==> config.mk <==
export PLATFORM = sky130hd
export DESIGN_NAME = shape_bounding_box_accumulator_top
export DESIGN_NICKNAME = d
export VERILOG_FILES = /design/src/sv/sbba_pkg.sv /design/src/sv/sbba_regs.sv /design/src/sv/sbba_extent.sv /design/src/sv/sbba_box.sv /design/src/sv/shape_bounding_box_accumulator_top.sv
export SDC_FILE = /design/constraint.sdc
export NUM_CORES = 2
export LEC_CHECK = 0
export ABC_AREA = 1
export BUFFER_PORTS_ARGS = -buffer_cell sky130_fd_sc_hd__buf_2
export CAP_MARGIN = 20
export CORE_MARGIN = 2
export CORE_UTILIZATION = 39
export DETAILED_ROUTE_END_ITERATION = 16
export HOLD_SLACK_MARGIN = 0.06
export SETUP_SLACK_MARGIN = 0.1
export SYNTH_ARGS = -nofsm -noshare
export SYNTH_HDL_FRONTEND = slang
export SYNTH_SLANG_ARGS = --single-unit
==> constraint.sdc <==
create_clock -name aclk -period 6.9 [get_ports aclk]
set_input_delay 1.38 -clock aclk [delete_from_list [all_inputs] [get_ports aclk]]
set_output_delay 1.38 -clock aclk [all_outputs]
set_load 0.05 [all_outputs]
==> src/sv/sbba_pkg.sv <==
// Shared types, constants and saturating arithmetic for the bounding box accumulator.
package sbba_pkg;

    // Coordinate format: signed Q24.8
    localparam int COORD_BITS = 32;
    localparam int CFG_BITS   = 20;

    typedef logic signed [COORD_BITS-1:0] coord_t;
    typedef logic [CFG_BITS-1:0]          cfg_val_t;

    localparam coord_t COORD_MAX = {1'b0, {(COORD_BITS-1){1'b1}}};
    localparam coord_t COORD_MIN = {1'b1, {(COORD_BITS-1){1'b0}}};

    // Register reset values: 50.0 and 10.0 in Q24.8
    localparam cfg_val_t TEXT_W_RESET = CFG_BITS'(12800);
    localparam cfg_val_t TEXT_H_RESET = CFG_BITS'(2560);

    // Shape kind codes
    localparam logic [2:0] KIND_CLEAR  = 3'd0;
    localparam logic [2:0] KIND_CIRCLE = 3'd1;
    localparam logic [2:0] KIND_RECT   = 3'd2;
    localparam logic [2:0] KIND_LINE   = 3'd3;
    localparam logic [2:0] KIND_TEXT   = 3'd4;
    localparam logic [2:0] KIND_POINT  = 3'd5;

    // Action applied to the running box
    typedef enum logic [1:0] {
        OP_IGNORE,
        OP_CLEAR,
        OP_TAKE
    } box_op_t;

    typedef struct packed {
        logic [2:0] kind;
        coord_t     coord_a;
        coord_t     coord_b;
        coord_t     coord_c;
        coord_t     coord_d;
    } shape_in_t;

    typedef struct packed {
        coord_t box_min_x;
        coord_t box_min_y;
        coord_t box_max_x;
        coord_t box_max_y;
        logic   box_empty;
    } box_out_t;

    // Extents of one shape, passed from the extent stage to the box stage
    typedef struct packed {
        box_op_t op;
        coord_t  lo_x;
        coord_t  lo_y;
        coord_t  hi_x;
        coord_t  hi_y;
    } extent_t;

    // Saturating add
    function automatic coord_t sat_add(input coord_t a, input coord_t b);
        logic signed [COORD_BITS:0] sum;
        sum = {a[COORD_BITS-1], a} + {b[COORD_BITS-1], b};
        if (sum[COORD_BITS] != sum[COORD_BITS-1]) begin
            return sum[COORD_BITS] ? COORD_MIN : COORD_MAX;
        end
        return sum[COORD_BITS-1:0];
    endfunction

    // Saturating subtract
    function automatic coord_t sat_sub(input coord_t a, input coord_t b);
        logic signed [COORD_BITS:0] diff;
        diff = {a[COORD_BITS-1], a} - {b[COORD_BITS-1], b};
        if (diff[COORD_BITS] != diff[COORD_BITS-1]) begin
            return diff[COORD_BITS] ? COORD_MIN : COORD_MAX;
        end
        return diff[COORD_BITS-1:0];
    endfunction

endpackage

==> src/sv/sbba_regs.sv <==
// APB configuration registers holding the estimated text extents.
module sbba_regs (
    input  logic                  aclk,
    input  logic                  aresetn,
    input  logic                  psel,
    input  logic                  penable,
    input  logic                  pwrite,
    input  logic [2:0]            paddr,
    input  logic [31:0]           pwdata,
    output logic [31:0]           prdata,
    output logic                  pready,
    output sbba_pkg::cfg_val_t    text_w,
    output sbba_pkg::cfg_val_t    text_h
);

    localparam logic REG_TEXT_W = 1'b0;
    localparam logic REG_TEXT_H = 1'b1;

    sbba_pkg::cfg_val_t text_w_reg;
    sbba_pkg::cfg_val_t text_h_reg;
    logic               wr_en;
    logic               reg_idx;

    assign pready  = 1'b1;
    assign reg_idx = paddr[2];
    assign wr_en   = psel && penable && pwrite && pready;

    // Register write
    always_ff @(posedge aclk) begin
        if (!aresetn) begin
            text_w_reg <= sbba_pkg::TEXT_W_RESET;
            text_h_reg <= sbba_pkg::TEXT_H_RESET;
        end else if (wr_en) begin
            unique case (reg_idx)
                REG_TEXT_W: text_w_reg <= pwdata[sbba_pkg::CFG_BITS-1:0];
                REG_TEXT_H: text_h_reg <= pwdata[sbba_pkg::CFG_BITS-1:0];
                default: ;
            endcase
        end
    end

    // Read-back mux
    always_comb begin
        unique case (reg_idx)
            REG_TEXT_W: prdata = {{(32-sbba_pkg::CFG_BITS){1'b0}}, text_w_reg};
            REG_TEXT_H: prdata = {{(32-sbba_pkg::CFG_BITS){1'b0}}, text_h_reg};
            default:    prdata = '0;
        endcase
    end

    assign text_w = text_w_reg;
    assign text_h = text_h_reg;

endmodule

==> src/sv/sbba_extent.sv <==
// Input register and per-shape extent calculation, registered for the box stage.
module sbba_extent (
    input  logic                  aclk,
    input  logic                  aresetn,
    input  logic                  s_valid,
    output logic                  s_ready,
    input  sbba_pkg::shape_in_t   s_item,
    input  sbba_pkg::cfg_val_t    text_w,
    input  sbba_pkg::cfg_val_t    text_h,
    output logic                  ext_valid,
    input  logic                  ext_take,
    output sbba_pkg::extent_t     ext
);

    logic                in_valid_reg;
    sbba_pkg::shape_in_t in_item_reg;
    logic                ext_valid_reg;
    sbba_pkg::extent_t   ext_reg;
    sbba_pkg::extent_t   ext_next;
    logic                ext_ready;
    sbba_pkg::coord_t    text_w_c;
    sbba_pkg::coord_t    text_h_c;

    assign ext_ready = !ext_valid_reg || ext_take;
    assign s_ready   = !in_valid_reg || ext_ready;

    assign text_w_c = {{(sbba_pkg::COORD_BITS-sbba_pkg::CFG_BITS){1'b0}}, text_w};
    assign text_h_c = {{(sbba_pkg::COORD_BITS-sbba_pkg::CFG_BITS){1'b0}}, text_h};

    // Input register
    always_ff @(posedge aclk) begin
        if (!aresetn) begin
            in_valid_reg <= 1'b0;
        end else if (s_ready) begin
            in_valid_reg <= s_valid;
        end
    end

    always_ff @(posedge aclk) begin
        if (s_valid && s_ready) begin
            in_item_reg <= s_item;
        end
    end

    // Extents of the shape held in the input register
    always_comb begin
        ext_next.op   = sbba_pkg::OP_TAKE;
        ext_next.lo_x = in_item_reg.coord_a;
        ext_next.lo_y = in_item_reg.coord_b;
        ext_next.hi_x = in_item_reg.coord_a;
        ext_next.hi_y = in_item_reg.coord_b;
        unique case (in_item_reg.kind)
            sbba_pkg::KIND_CLEAR: begin
                ext_next.op = sbba_pkg::OP_CLEAR;
            end
            sbba_pkg::KIND_CIRCLE: begin
                ext_next.lo_x = sbba_pkg::sat_sub(in_item_reg.coord_a, in_item_reg.coord_c);
                ext_next.lo_y = sbba_pkg::sat_sub(in_item_reg.coord_b, in_item_reg.coord_c);
                ext_next.hi_x = sbba_pkg::sat_add(in_item_reg.coord_a, in_item_reg.coord_c);
                ext_next.hi_y = sbba_pkg::sat_add(in_item_reg.coord_b, in_item_reg.coord_c);
            end
            sbba_pkg::KIND_RECT: begin
                ext_next.hi_x = sbba_pkg::sat_add(in_item_reg.coord_a, in_item_reg.coord_c);
                ext_next.hi_y = sbba_pkg::sat_add(in_item_reg.coord_b, in_item_reg.coord_d);
            end
            sbba_pkg::KIND_LINE: begin
                if (in_item_reg.coord_c < in_item_reg.coord_a) begin
                    ext_next.lo_x = in_item_reg.coord_c;
                end else begin
                    ext_next.hi_x = in_item_reg.coord_c;
                end
                if (in_item_reg.coord_d < in_item_reg.coord_b) begin
                    ext_next.lo_y = in_item_reg.coord_d;
                end else begin
                    ext_next.hi_y = in_item_reg.coord_d;
                end
            end
            sbba_pkg::KIND_TEXT: begin
                ext_next.hi_x = sbba_pkg::sat_add(in_item_reg.coord_a, text_w_c);
                ext_next.hi_y = sbba_pkg::sat_add(in_item_reg.coord_b, text_h_c);
            end
            sbba_pkg::KIND_POINT: begin
                ext_next.op = sbba_pkg::OP_TAKE;
            end
            default: begin
                // unused kinds leave the box alone
                ext_next.op = sbba_pkg::OP_IGNORE;
            end
        endcase
    end

    // Extent register
    always_ff @(posedge aclk) begin
        if (!aresetn) begin
            ext_valid_reg <= 1'b0;
        end else if (ext_ready) begin
            ext_valid_reg <= in_valid_reg;
        end
    end

    always_ff @(posedge aclk) begin
        if (ext_ready && in_valid_reg) begin
            ext_reg <= ext_next;
        end
    end

    assign ext_valid = ext_valid_reg;
    assign ext       = ext_reg;

endmodule

==> src/sv/sbba_box.sv <==
// Running bounding box state and the result register.
module sbba_box (
    input  logic                  aclk,
    input  logic                  aresetn,
    input  logic                  ext_valid,
    output logic                  ext_take,
    input  sbba_pkg::extent_t     ext,
    output logic                  m_valid,
    input  logic                  m_ready,
    output sbba_pkg::box_out_t    m_item
);

    sbba_pkg::coord_t   least_x_reg, least_x_next;
    sbba_pkg::coord_t   least_y_reg, least_y_next;
    sbba_pkg::coord_t   greatest_x_reg, greatest_x_next;
    sbba_pkg::coord_t   greatest_y_reg, greatest_y_next;
    logic               empty_reg, empty_next;
    logic               m_valid_reg;
    sbba_pkg::box_out_t m_item_reg;

    assign ext_take = ext_valid && (!m_valid_reg || m_ready);

    // Box update for the extent at the head of the pipe
    always_comb begin
        least_x_next    = least_x_reg;
        least_y_next    = least_y_reg;
        greatest_x_next = greatest_x_reg;
        greatest_y_next = greatest_y_reg;
        empty_next      = empty_reg;
        case (ext.op)
            sbba_pkg::OP_CLEAR: begin
                least_x_next    = sbba_pkg::COORD_MAX;
                least_y_next    = sbba_pkg::COORD_MAX;
                greatest_x_next = sbba_pkg::COORD_MIN;
                greatest_y_next = sbba_pkg::COORD_MIN;
                empty_next      = 1'b1;
            end
            sbba_pkg::OP_TAKE: begin
                if (ext.lo_x < least_x_reg)    least_x_next    = ext.lo_x;
                if (ext.lo_y < least_y_reg)    least_y_next    = ext.lo_y;
                if (ext.hi_x > greatest_x_reg) greatest_x_next = ext.hi_x;
                if (ext.hi_y > greatest_y_reg) greatest_y_next = ext.hi_y;
                empty_next = 1'b0;
            end
            default: ;
        endcase
    end

    // Box state
    always_ff @(posedge aclk) begin
        if (!aresetn) begin
            least_x_reg    <= sbba_pkg::COORD_MAX;
            least_y_reg    <= sbba_pkg::COORD_MAX;
            greatest_x_reg <= sbba_pkg::COORD_MIN;
            greatest_y_reg <= sbba_pkg::COORD_MIN;
            empty_reg      <= 1'b1;
        end else if (ext_take) begin
            least_x_reg    <= least_x_next;
            least_y_reg    <= least_y_next;
            greatest_x_reg <= greatest_x_next;
            greatest_y_reg <= greatest_y_next;
            empty_reg      <= empty_next;
        end
    end

    // Result register
    always_ff @(posedge aclk) begin
        if (!aresetn) begin
            m_valid_reg <= 1'b0;
        end else if (ext_take) begin
            m_valid_reg <= 1'b1;
        end else if (m_ready) begin
            m_valid_reg <= 1'b0;
        end
    end

    always_ff @(posedge aclk) begin
        if (ext_take) begin
            m_item_reg.box_min_x <= least_x_next;
            m_item_reg.box_min_y <= least_y_next;
            m_item_reg.box_max_x <= greatest_x_next;
            m_item_reg.box_max_y <= greatest_y_next;
            m_item_reg.box_empty <= empty_next;
        end
    end

    assign m_valid = m_valid_reg;
    assign m_item  = m_item_reg;

    // An empty box always reads as the inverted reset box
    a_empty_box: assert property (@(posedge aclk) disable iff (!aresetn)
        empty_reg |-> (least_x_reg == sbba_pkg::COORD_MAX)
                   && (greatest_y_reg == sbba_pkg::COORD_MIN))
        else $error("empty box holds non-reset extremes");

    // A pending result matches the box state it was taken from
    a_result_tracks_state: assert property (@(posedge aclk) disable iff (!aresetn)
        m_valid_reg |-> (m_item_reg.box_min_x == least_x_reg)
                     && (m_item_reg.box_max_y == greatest_y_reg)
                     && (m_item_reg.box_empty == empty_reg))
        else $error("result register out of step with box state");

    // Adding a shape marks the box non-empty
    a_take_fills: assert property (@(posedge aclk) disable iff (!aresetn)
        (ext_take && ext.op == sbba_pkg::OP_TAKE) |=> !empty_reg)
        else $error("box still empty after a shape was added");

    // Minimum only moves up through a clear
    a_min_monotone: assert property (@(posedge aclk) disable iff (!aresetn)
        !(ext_take && ext.op == sbba_pkg::OP_CLEAR)
            |=> ($signed(least_x_reg) <= $signed($past(least_x_reg))))
        else $error("least x rose without a clear");

endmodule

==> src/sv/shape_bounding_box_accumulator_top.sv <==
// Top level of the shape bounding box accumulator.
//
//   Channel   Ports                         Direction   Transaction
//   s_        s_valid/s_ready/s_item        in          one shape
//   m_        m_valid/m_ready/m_item        out         box after that shape
//   APB       psel..pready                  in/out      text extent registers
//
// One shape per cycle sustained while m_ready stays high; each result passes through
// the input register, extent register and result register after its shape is taken.
// The box compare-and-update is the only loop.
// aresetn is synchronous: box returns to empty, text extents to 50.0 x 10.0.
// A stalled m_ready backs the three stages up in turn; s_ready drops only
// once all are full.
module shape_bounding_box_accumulator_top (
    input  logic                  aclk,
    input  logic                  aresetn,
    input  logic                  s_valid,
    output logic                  s_ready,
    input  sbba_pkg::shape_in_t   s_item,
    output logic                  m_valid,
    input  logic                  m_ready,
    output sbba_pkg::box_out_t    m_item,
    input  logic                  psel,
    input  logic                  penable,
    input  logic                  pwrite,
    input  logic [2:0]            paddr,
    input  logic [31:0]           pwdata,
    output logic [31:0]           prdata,
    output logic                  pready
);

    sbba_pkg::cfg_val_t text_w;
    sbba_pkg::cfg_val_t text_h;
    logic               ext_valid;
    logic               ext_take;
    sbba_pkg::extent_t  ext;

    sbba_regs u_regs (
        .aclk    (aclk),
        .aresetn (aresetn),
        .psel    (psel),
        .penable (penable),
        .pwrite  (pwrite),
        .paddr   (paddr),
        .pwdata  (pwdata),
        .prdata  (prdata),
        .pready  (pready),
        .text_w  (text_w),
        .text_h  (text_h)
    );

    sbba_extent u_extent (
        .aclk      (aclk),
        .aresetn   (aresetn),
        .s_valid   (s_valid),
        .s_ready   (s_ready),
        .s_item    (s_item),
        .text_w    (text_w),
        .text_h    (text_h),
        .ext_valid (ext_valid),
        .ext_take  (ext_take),
        .ext       (ext)
    );

    sbba_box u_box (
        .aclk      (aclk),
        .aresetn   (aresetn),
        .ext_valid (ext_valid),
        .ext_take  (ext_take),
        .ext       (ext),
        .m_valid   (m_valid),
        .m_ready   (m_ready),
        .m_item    (m_item)
    );

endmodule
==> Yosys cells after proc, flatten, opt, wreduce, memory -nomap -nowiden <==
Cells that the tools add are included.
{ "op_classes": {"addsub": 7, "n_mul": 0, "div_mod_pow": 0, "magnitude_cmp": 6, "eq_ne": 14, "shifts": 0, "muxes": 56, "n_bitwise": 1, "reduce_logical": 16} }
{ "op_table": {"columns": ["operator", "n"], "rows": [
  ["32-bit 2-to-1 mux", 30],
  ["32-bit one-hot mux with 2 select lines", 5],
  ["64-bit one-hot mux with 4 select lines", 1],
  ["32-bit < comparator", 4],
  ["64-bit one-hot mux with 2 select lines", 1],
  ["32-bit by 32-bit adder with 33-bit output", 3],
  ["32-bit by 21-bit adder with 33-bit output", 2],
  ["32-bit by 32-bit subtractor with 33-bit output", 2],
  ["32-bit greater-than comparator", 2],
  ["1-bit 2-to-1 mux", 17],
  ["1-bit != test", 7],
  ["3-bit by 2-bit equality test with 1-bit output, second input constant", 2],
  ["3-bit equality test, second input constant", 2],
  ["1-bit logical AND", 5],
  ["5-bit OR reduction", 1],
  ["2-bit one-hot mux with 2 select lines", 1],
  ["2-bit AND reduction", 2],
  ["3-bit by 1-bit equality test with 1-bit output, second input constant", 1],
  ["1-bit zero test", 3],
  ["3-bit zero test", 1],
  ["1-bit logical OR", 3],
  ["2-bit by 1-bit equality test with 1-bit output, second input constant", 1],
  ["2-bit equality test, second input constant", 1],
  ["1-bit one-hot mux with 2 select lines", 1],
  ["2 further kinds", 2]
]} }
{ "word_totals": {"reg_bits": 562, "latch_bits": 0, "ramBits": 0, "mem_bits_ro": 0, "input_bits": 173, "output_inout_bits": 164, "wordCells": 125, "memories": 0} }

==> Depth between registers and ports, before layout <==
{ "logic_depth": {"word_depth": 6, "mapped_depth": 27, "ltp_nobuf": 25} }

==> Cells and area by module <==
Synthesis repeated with hierarchy kept, for this count alone.
{ "unflattened": {"hier_cells": 7123, "area_unflattened_um2": 48240.0} }
{ "modules_own_cells": {"columns": ["mod", "n_inst", "cells_per_inst", "area_per_inst_um2", "seq_area_each_um2"], "rows": [
  ["sbba_extent", 1, 4565, 29334.4, 7877.6],
  ["sbba_box", 1, 2241, 16933.7, 6476.2],
  ["sbba_regs", 1, 317, 1971.9, 800.8]
]} }

==> Worst setup path before layout <==
OpenSTA, ideal clock, no wires.
{ "synth_timing": {"path_kind": "input-to-reg", "from": "in m_ready", "to": "reg u_box.m_item_reg (netlist bit u_box.m_item[0]), enable pin", "setup_ns": 0.544, "t_arrival_ns": 5.630, "required_ns": 6.356, "slack_ns": 0.726, "cell_stages": 6, "n_path_buf": 2, "path_cell_list": "inv_1 -> nand2_1 -> nand2_1 -> inv_1 -> clkbuf_1 -> clkbuf_1"} }
{ "synth_between": {"elab_chain_len": 2} }
{ "synth_lines": {"columns": ["item", "line", "text"], "rows": [
  ["start: declaration", "shape_bounding_box_accumulator_top.sv:21", "input logic m_ready,"],
  ["1-bit logical OR", "sbba_box.sv:21", "assign ext_take = ext_valid && (!m_valid_reg || m_ready);"],
  ["1-bit logical AND", "sbba_box.sv:21", null],
  ["named net ext_take", "shape_bounding_box_accumulator_top.sv:35", "logic ext_take;"],
  ["end: declaration", "sbba_box.sv:19", "sbba_pkg::box_out_t m_item_reg;"]
]} }
The timed path passes the listed nets, and every way through them passes these cells.
A chain may end at the register's enable or synchronous reset.

==> impl_metrics.toml <==
[outcome]
outcome = "finished, final reports clean"

[timing]
slew_violations = 0
fin_tns_setup_ns = 0
setup_viol = 0
whs_ns = 0.469
fin_crit_ns = 5.18
max_freq_ghz = 0.193
setup_ws_ns = 1.72
period_share = 0.751
finalHoldViolCount = 0
maxSlewHeadroom = 0.228
rsz0062_at_grt = "false"
worstMarginPinSlew_ns = 1.15
skew_ns = 0.0421

[final_layout]
nNetsFinal = 7411
fin_area_sq_um = 50500
layout-drive-gt1-share = 0.0861
syn2layout_area_growth_pct = 10.3
largest_register_ffs = 131
final_cell_mix = "2023 x nand2_1, 878 x inv_1, 771 x nand3_1"
layout_commonest_cell = "nand2_1"
fillers = 12225

[routing]
ant_nets = 0
drt_wl_total_mm = 182
wl_met2_mm = 75.5
maxUsedRoutingLayer = "met4"
wl_met1_mm = 86.3
drt_drc_violations_left = 0
vias = 45904
vias_per_cell = 5.43
wl_per_cell_um = 21.6
wl_met3_mm = 16.1
drtIter0Drc = 5188
dr.pass1.iters = 8

[power]
p_seq_frac = 0.376
p_leak_nw = 24.9
p_sw_frac = 0.377
clockPowerShare = 0.331
total_power_mw = 10.8
p_per_area_nw_per_um2 = 215
p_comb_frac = 0.293
power.switching_mw = 4.09
internal_power_mw = 6.76
peakVddDrop_mv = 0.163

[cts]
cts_tree = "yes"
ctsResizeCount = 0
cts_made_buffers = 69
clock-root-buffer = "clkbuf_16"
clk_pin_slew_worst_paths_ns = 0.06
cts_sinks = 562
cts_setup_buffers = 0
ctsLongestPathBuffers = 3
postCtsHoldBufs = 0
cts.htree.levels = 3
clk_latency_ns = 0.67

[logic_synthesis]
yosysUniqueCellTypes = 54
synthCells = 6707
yosysTopAreaCell = "edfxtp_1"
synth.avg_cell_area_sq_um = 6.83
ys_seq_area_frac = 0.331
yosys-top-cells-area = "edfxtp_1 26%, nand2_1 17%, ha_1 10%, nand3_1 8.4%, dfxtp_1 7.5%"
synth_area_sq_um = 45800
ys_ff_latch = 562
synth.yosys.warnings = 0
synth_top_area_share = 0.256

[placement]
gp_congestion = 1.02
place_hpwl_mm = 144
numPortBuffers = 309
dpl_cell_area_sq_um = 48300
pre_cts_slack_ns = 1.88

[die]
core_area_sq_um = 116000
start_util = 0.393
rows = 125
die_area_sq_um = 120000
io_pins = 337
die_width_um = 347
fp.dieH_um = 347

[worst_hold_path]
hold_class = "reg2reg"
min_delay_path_depth = 2
hp-start = "u_box.empty_reg"

[global_route]
grt-ovfl-total = 0
grt_use_total = 0.295
antenna_found_initial = 9
grt_max_degree = 139
grt_pass1_wl_mm = 269
grt_pass1_vias = 42193

[critical_path]
rr_startpoint = "u_extent.in_item_reg[84]"
path_class = "reg2reg"
cp.required_ns = 7.19
arrival_ns = 5.47
cp_max_fo = 23
r2r_setup_slack_ns = 1.72
r2r_cells = 24
critPathLaunch = "u_extent.in_item_reg[84]"
end_kind = "flip-flop"
cp-start-kind = "flip-flop"

[flow_run]
max-cap-violations = 0
## power by group through the flow
stage	sequential [mW]	combinational (mW)	clock [mW]
after floorplan	4.11	2.14	0
after global placement	4.14	3.08	0
after detailed placement	4.14	3.10	0
after CTS	4.07	3.11	3.67
after global routing	4.09	3.50	3.79
final	4.08	3.18	3.59
## cell usage after synthesis (all sizes together)
cell / n
nand3: 798
o221ai: 2
conb: 2
clkbuf: 133
nand3b: 2
dfxtp: 172
nor2: 466
xnor2: 13
o21a: 16
o2111ai: 2
a211oi: 1
a21oi: 544
a31oi: 9
o21ai: 244
and3: 4
nand4: 149
o21bai: 28
a21o: 23
o31ai: 4
buf: 154
or2: 7
a31o: 1
xor2: 91
clkinv: 3
o211ai: 35
ha: 366
edfxtp: 390
nor4: 13
inv: 906
fa: 7
nand2b: 1
a21boi: 8
nor3: 53
and2: 5
nand2: 2055
## path summary, 6_finish.rpt
kind                                    endpoint
worst min register to register   u_box.empty_reg
worst max-delay path            u_extent.ext[16]
worst max register to register  u_extent.ext[16]
worst min-delay path             u_box.empty_reg
## layout make-up
| cell class | count | area (sq um) | area share |
|---|---|---|---|
| flip-flops and latches | 562 | 15200 | 0.300 |
| inverters | 909 | 3430 | 0.0679 |
| diodes | 1 | 2.50 | 0.0000495 |
| repair buffers | 363 | 1980 | 0.0393 |
| multi-input cells | 4960 | 25800 | 0.511 |
| clock inverters | 36 | 304 | 0.00602 |
| well taps | 1524 | 1910 | 0.0378 |
| clock buffers | 91 | 1910 | 0.0378 |
## logic make-up (layout without fill, tap and decap cells)
logic type,count (synthesis),in the layout,share of synthesized area
AOI/OAI and AO/OA,917,917,0.108
xor gates and xnor gates,104,104,0.0199
adders and majority gates,373,373,0.103
buffers and inverters,1196,1399,0.107
DFF,562,562,0.331
other,2,14,0.000164
and+or+nand+nor,3553,3553,0.330
## layer usage
metal	GRT usage	vias to the layer above
li1	-	22291
met1	0.440	21568
met2	0.431	1837
met3	0.0556	208
met4	0.0764	0
met5	0	-
## worst max-delay path: stages, from the launching register on
cell and delay, ns:
edfxtp_1 0.82, inv_1 0.20, ha_1 0.40, nor2_1 0.22, inv_1 0.06, nor2_1 0.18, nand2_1 0.08, inv_1 0.10
nand3_1 0.20, nand2_1 0.17, nand4_1 0.13, nand2_1 0.09, nand2_1 0.05, nand2_1 0.08, inv_1 0.05, ha_1 0.28
buf_4 0.20, inv_1 0.69, nand2_1 0.11, o21ai_0 0.18, inv_1 0.05, nand2_1 0.05, nand2_1 0.07, inv_1 0.07
nand4_1 0.27
## per-stage QoR
step           std cells  utilization
3_5_place_dp        8317        0.415
2_1_floorplan       6718            -
3_3_place_gp        8317        0.415
6_report            8446        0.434
5_1_grt             8445        0.434
4_1_cts             8444        0.434
No activity file was read; power rests on OpenSTA's default activity.
